--- src/rtl/sus_pkg.sv ---
// Shared types and codes for the sorted unique stack insert unit.
// Depends on nothing; every other file in rtl imports it.
`timescale 1ns / 1ps
`default_nettype none

package sus_pkg;

    localparam int unsigned ValueW = 32;
    localparam int unsigned OccW   = 5;

    // Command codes.
    localparam logic CMD_INSERT = 1'b0;
    localparam logic CMD_POP    = 1'b1;

    // Status codes.
    localparam logic [1:0] ST_OK    = 2'd0;
    localparam logic [1:0] ST_DUP   = 2'd1;
    localparam logic [1:0] ST_FULL  = 2'd2;
    localparam logic [1:0] ST_EMPTY = 2'd3;

    typedef struct packed {
        logic                     command;
        logic signed [ValueW-1:0] value;
    } request_t;

    typedef struct packed {
        logic                     accepted;
        logic [1:0]               status;
        logic signed [ValueW-1:0] popped_value;
        logic [OccW-1:0]          occupancy;
    } result_t;

    // Broadcast from the controller to every cell.
    typedef struct packed {
        logic                     write_en;
        logic signed [ValueW-1:0] value;
    } cell_ctl_t;

endpackage

`default_nettype wire

--- src/rtl/sorted_unique_stack_insert_unit.sv ---
// Sorted unique stack: a chain of sus_cell instances plus the fill count.
// A result appears with done in the cycle after start is taken.
// Throughput: one command per cycle; every cell compares and shifts at once,
// so busy stays low. The receiver cannot stall results.
// Reset empties the store by clearing the fill count; cell contents need no
// clearing pass.
`timescale 1ns / 1ps
`default_nettype none

module sorted_unique_stack_insert_unit #(
    parameter int unsigned DEPTH = 16
) (
    input  wire logic          clk,
    input  wire logic          rst_n,
    input  wire logic          start,
    output logic               busy,
    input  wire sus_pkg::request_t request,
    output logic               done,
    output sus_pkg::result_t   result
);
    import sus_pkg::*;

    localparam int unsigned CW = $clog2(DEPTH + 1);

    logic [CW-1:0]            count_reg;
    logic [CW-1:0]            count_next;
    logic                     done_reg;
    logic                     done_next;
    result_t                  result_reg;
    result_t                  result_next;

    cell_ctl_t                ctl;
    logic [DEPTH-1:0]         occ;
    logic [DEPTH-1:0]         less;
    logic signed [ValueW-1:0] entries [DEPTH];
    logic [DEPTH:0]           dup_chain;
    logic [ValueW-1:0]        pop_chain [DEPTH+1];

    logic                     is_dup;
    logic                     is_full;
    logic                     is_empty;
    logic                     do_insert;
    logic [31:0]              count_ext;

    assign dup_chain[0] = 1'b0;
    assign pop_chain[0] = '0;

    genvar i;
    generate
        for (i = 0; i < DEPTH; i++)
        begin : g_cell
            logic                     left_less;
            logic signed [ValueW-1:0] left_entry;
            logic                     above_occ;

            if (i == 0)
            begin : g_first
                assign left_less  = 1'b1;
                assign left_entry = '0;
            end
            else
            begin : g_rest
                assign left_less  = less[i-1];
                assign left_entry = entries[i-1];
            end

            if (i == DEPTH - 1)
            begin : g_top
                assign above_occ = 1'b0;
            end
            else
            begin : g_mid
                assign above_occ = occ[i+1];
            end

            sus_cell #(
                .CW    (CW),
                .INDEX (i)
            ) u_cell (
                .clk            (clk),
                .ctl            (ctl),
                .count          (count_reg),
                .left_less      (left_less),
                .left_entry     (left_entry),
                .above_occupied (above_occ),
                .dup_in         (dup_chain[i]),
                .pop_in         (pop_chain[i]),
                .occupied       (occ[i]),
                .less           (less[i]),
                .entry          (entries[i]),
                .dup_out        (dup_chain[i+1]),
                .pop_out        (pop_chain[i+1])
            );
        end
    endgenerate

    assign is_dup    = dup_chain[DEPTH];
    assign is_full   = (count_reg == CW'(DEPTH));
    assign is_empty  = (count_reg == '0);
    assign do_insert = start && (request.command == CMD_INSERT) && !is_dup && !is_full;

    assign ctl.write_en = do_insert;
    assign ctl.value    = request.value;

    always_comb
    begin
        count_next               = count_reg;
        done_next                = start;
        result_next              = result_reg;
        if (start)
        begin
            result_next.accepted     = 1'b0;
            result_next.popped_value = '0;
            result_next.status       = ST_OK;
            if (request.command == CMD_INSERT)
            begin
                if (is_dup)
                begin
                    result_next.status = ST_DUP;
                end
                else if (is_full)
                begin
                    result_next.status = ST_FULL;
                end
                else
                begin
                    result_next.accepted = 1'b1;
                    count_next           = count_reg + CW'(1);
                end
            end
            else if (is_empty)
            begin
                result_next.status = ST_EMPTY;
            end
            else
            begin
                result_next.accepted     = 1'b1;
                result_next.popped_value = pop_chain[DEPTH];
                count_next               = count_reg - CW'(1);
            end
        end
        count_ext                 = 32'(count_next);
        result_next.occupancy     = count_ext[OccW-1:0];
    end

    always_ff @(posedge clk or negedge rst_n)
    begin
        if (!rst_n)
        begin
            count_reg <= '0;
            done_reg  <= 1'b0;
        end
        else
        begin
            count_reg <= count_next;
            done_reg  <= done_next;
        end
    end

    always_ff @(posedge clk)
    begin
        result_reg <= result_next;
    end

    assign busy   = 1'b0;
    assign done   = done_reg;
    assign result = result_reg;

endmodule

`default_nettype wire

--- src/rtl/sus_cell.sv ---
// One storage cell of the sorted chain: holds one entry and compares it with
// the broadcast value. Depends on sus_pkg.
`timescale 1ns / 1ps
`default_nettype none

module sus_cell #(
    parameter int unsigned CW    = 5,
    parameter int unsigned INDEX = 0
) (
    input  wire logic                             clk,
    input  wire sus_pkg::cell_ctl_t               ctl,
    input  wire logic [CW-1:0]                    count,
    input  wire logic                             left_less,
    input  wire logic signed [sus_pkg::ValueW-1:0] left_entry,
    input  wire logic                             above_occupied,
    input  wire logic                             dup_in,
    input  wire logic [sus_pkg::ValueW-1:0]       pop_in,
    output logic                                  occupied,
    output logic                                  less,
    output logic signed [sus_pkg::ValueW-1:0]     entry,
    output logic                                  dup_out,
    output logic [sus_pkg::ValueW-1:0]            pop_out
);
    import sus_pkg::*;

    logic signed [ValueW-1:0] entry_reg;
    logic signed [ValueW-1:0] entry_next;

    assign occupied = (count > CW'(INDEX));
    assign less     = occupied && (entry_reg < ctl.value);
    assign entry    = entry_reg;
    assign dup_out  = dup_in | (occupied && (entry_reg == ctl.value));
    // Only the topmost occupied cell contributes to the popped value.
    assign pop_out  = pop_in | ((occupied && !above_occupied) ? entry_reg : '0);

    // A cell below the insert point keeps its entry, the cell at the point takes
    // the new value, and every cell above it takes its lower neighbour's entry.
    always_comb
    begin
        entry_next = entry_reg;
        if (ctl.write_en && !less)
        begin
            entry_next = left_less ? ctl.value : left_entry;
        end
    end

    always_ff @(posedge clk)
    begin
        entry_reg <= entry_next;
    end

endmodule

`default_nettype wire

--- config.mk ---
export PLATFORM = sky130hd
export DESIGN_NAME = sorted_unique_stack_insert_unit
export DESIGN_NICKNAME = d
export VERILOG_FILES = /design/src/rtl/sus_pkg.sv /design/src/rtl/sorted_unique_stack_insert_unit.sv /design/src/rtl/sus_cell.sv
export SDC_FILE = /design/constraint.sdc
export NUM_CORES = 2
export LEC_CHECK = 0
export ABC_AREA = 0
export BUFFER_PORTS_ARGS = -buffer_cell sky130_fd_sc_hd__buf_4
export CAP_MARGIN = 10
export CORE_MARGIN = 2
export CORE_UTILIZATION = 45
export CTS_BUF_LIST = sky130_fd_sc_hd__clkbuf_2
export CTS_CLUSTER_SIZE = 28
export DETAILED_ROUTE_END_ITERATION = 6
export GPL_ROUTABILITY_DRIVEN = 0
export GPL_TIMING_DRIVEN = 1
export RECOVER_POWER = 100
export REMOVE_ABC_BUFFERS = 1
export SLEW_MARGIN = 20
export SYNTH_ARGS = -nofsm -noshare
export SYNTH_HDL_FRONTEND = slang
export SYNTH_HIERARCHICAL = 1
export SYNTH_SLANG_ARGS = --single-unit
--- constraint.sdc ---
create_clock -name clk -period 9.2 [get_ports clk]
set_input_delay 0.92 -clock clk [delete_from_list [all_inputs] [get_ports clk]]
set_output_delay 0.92 -clock clk [all_outputs]
set_load 0.05 [all_outputs]
==> impl_metrics.py <==
metrics = {
    "run_status": {
        "status": "finished with violations",
        "violations": "max-capacitance violations, max-slew violations",
    },
    "hold_path": {
        "hp-class": "in -> reg",
        "whs_path_depth": 3,
        "hold_path.startpoint": "request[32]",
        "hold_end": "count_reg[4]",
    },
    "cts": {
        "cts_tree": "built",
        "cts_resized": 0,
        "clock-sinks": 558,
        "clock_path_buffers": 3,
        "cts.clk_slew.worst_paths_ns": 0.09,
        "clk_latency_ns": 1.34,
        "cts_root_buf": "clkbuf_2",
        "cts_max_level": 4,
        "numCtsBuffers": 158,
    },
    "critical_path": {
        "reg2reg_from": "count_reg[4]",
        "cp-start-kind": "input pin",
        "endpoint_kind": "register",
        "crit_arrival_ns": 8.07,
        "reg2reg_slack_ns": 2.75,
        "path_class": "in -> reg",
        "cp_max_fo": 32,
        "regToRegEndpoint": "g_cell[7].u_cell/entry[12]",
        "worstPathRequired_ns": 10.11,
        "ff2ff_path_depth": 24,
    },
    "cells_and_area": {
        "final_common_cell": "edfxtp_1",
        "layout.nets": 4574,
        "nFillCells": 8383,
        "fin_cells": 5317,
        "final_cell_mix": "547 x edfxtp_1, 540 x inv_1, 531 x a21o_1",
        "drive_gt1_frac": 0.1996,
        "stdcell_area_mm2": 0.04437,
        "area_growth_syn_to_layout_pct": 8.632,
        "fin_util": 0.4930,
        "largest_reg_flops": 512,
    },
    "placed_design": {
        "dpl-instance-area_mm2": 0.04324,
        "pre_cts_ws_ns": 1.951,
        "hpwl_mm": 70.89,
        "io_buffers": 76,
        "dp_cells": 5026,
    },
    "global_routing": {
        "grt_use_total": 0.2010,
        "grt_pass1_vias": 28910,
        "grt_overflow": 0,
        "grt_pass1_wl_mm": 151.6,
        "antenna_found_initial": 1,
        "grt_max_degree": 49,
    },
    "die": {
        "ios": 78,
        "initial_core_util": 0.4538,
        "core_mm2": 0.09001,
        "fp.dieH_um": 305.3,
        "rows": 110,
        "dieArea_mm2": 0.09320,
        "die_w_um": 305.3,
    },
    "timing": {
        "whs_ns": 0.4871,
        "setup_ws_ns": 2.042,
        "skew_ns": 0.08202,
        "drv_slew": 1005,
        "finalSetupTns_ns": 0,
        "final-hold-violation-count": 0,
        "fin_crit_sh": 0.7781,
        "worst_slew_pin_slew_ns": 2.347,
        "setup_viol": 0,
        "max_freq_mhz": 139.7,
        "rsz0062_at_grt": "no",
        "min_period_ns": 7.158,
        "slew_headroom": -0.5648,
    },
    "yosys": {
        "syn_area_mm2": 0.04085,
        "syn_inst": 3772,
        "avgSynthCellArea_um2": 10.83,
        "synth_warnings": 6,
    },
    "pwr": {
        "pwr_density_cell_mw_per_mm2": 195.1,
        "power_mw": 8.658,
        "p_leak_nw": 20.28,
        "cell_internal_pwr_mw": 5.497,
        "switching_share": 0.3651,
        "p_switching_mw": 3.161,
        "peakVddDrop_v": 0.0001089,
        "pwr-share-seq": 0.380,
        "p_clk_frac": 0.214,
        "p_comb_frac": 0.406,
    },
    "routing": {
        "ant_nets": 0,
        "drc_errors": 0,
        "vias": 28200,
        "firstDrtPassIters": 5,
        "drt_iter0_drc": 1187,
        "wl_per_cell_um": 17.60,
        "via_per_inst": 5.303,
        "detail_route.wirelength_mm": 93.56,
    },
    "run": {
        "max_cap_viol_count": 30,
    },
}
==> power groups by stage <==
stage,registers [mW],clock network [mW],logic (mW)
6_report,3.29,1.85,3.52
5_1_grt,3.32,2.05,3.88
4_1_cts,3.29,1.94,3.56
3_5_place_dp,3.35,0,3.52
3_3_place_gp,3.34,0,3.49
2_1_floorplan,3.48,0,2.43
==> cell type report <==
class / count / area (µm²) / area share
Antenna cell: 3 / 7.507 / 0.0001692
Clock inverter: 39 / 229.0 / 0.005160
Clock buffer: 235 / 1176 / 0.02651
Tap cell: 1176 / 1471 / 0.03316
Multi-Input combinational cell: 2619 / 21990 / 0.4955
Timing Repair Buffer: 147 / 797.0 / 0.01796
Inverter: 540 / 2027 / 0.04568
Sequential cell: 558 / 16680 / 0.3758
==> routing by layer <==
| metal | GRT usage | routed length (µm) | vias to the layer above |
|---|---|---|---|
| li1 | - | - | 14360 |
| met1 | 0.2559 | 42990 | 13210 |
| met2 | 0.3476 | 45070 | 464 |
| met3 | 0.02960 | 3084 | 160 |
| met4 | 0.07011 | 2417 | 0 |
| met5 | 0 | 0 | - |
==> worst max-delay path: stages <==
cell	delay, ns
dlygate4sd3_1	0.52
clkbuf_1	1.06
inv_1	0.11
ha_1	0.36
nand4_1	0.16
nor4_1	0.13
a41o_1	0.26
o21bai_1	0.15
nand2b_1	0.14
o21bai_1	0.16
o21bai_1	0.18
o21bai_1	0.18
o21bai_1	0.16
o21bai_1	0.16
a21o_1	0.17
a41o_1	0.21
a21o_1	0.16
o21bai_1	0.16
a31o_2	0.23
o21bai_1	0.17
o21bai_1	0.17
a41o_1	0.25
nor2_1	0.28
and3_1	0.21
buf_4	0.27
o21ai_0	0.20
a31oi_4	0.87
==> worst max-delay path by stage <==
stage                      start                    endpoint  slack [ns]  cells after the start
finish               request[29]  g_cell[7].u_cell/entry[12]        2.04                     27
CTS                 count_reg[0]  g_cell[7].u_cell/entry[16]        2.85                     25
global route         request[29]  g_cell[7].u_cell/entry[16]        1.49                     27
detailed placement   request[27]   g_cell[7].u_cell/entry[9]        1.95                     26
floorplan            request[30]   g_cell[7].u_cell/entry[0]        2.36                     24
global placement     request[27]   g_cell[7].u_cell/entry[9]        2.02                     26
==> timing repair <==
| item | CTS | global route |
|---|---|---|
| buffers inserted | 0 | 0 |
| hold buffers | 14 | 0 |
| hold endpoints to repair | 75 | 0 |
(Power assumes the default switching activity.)
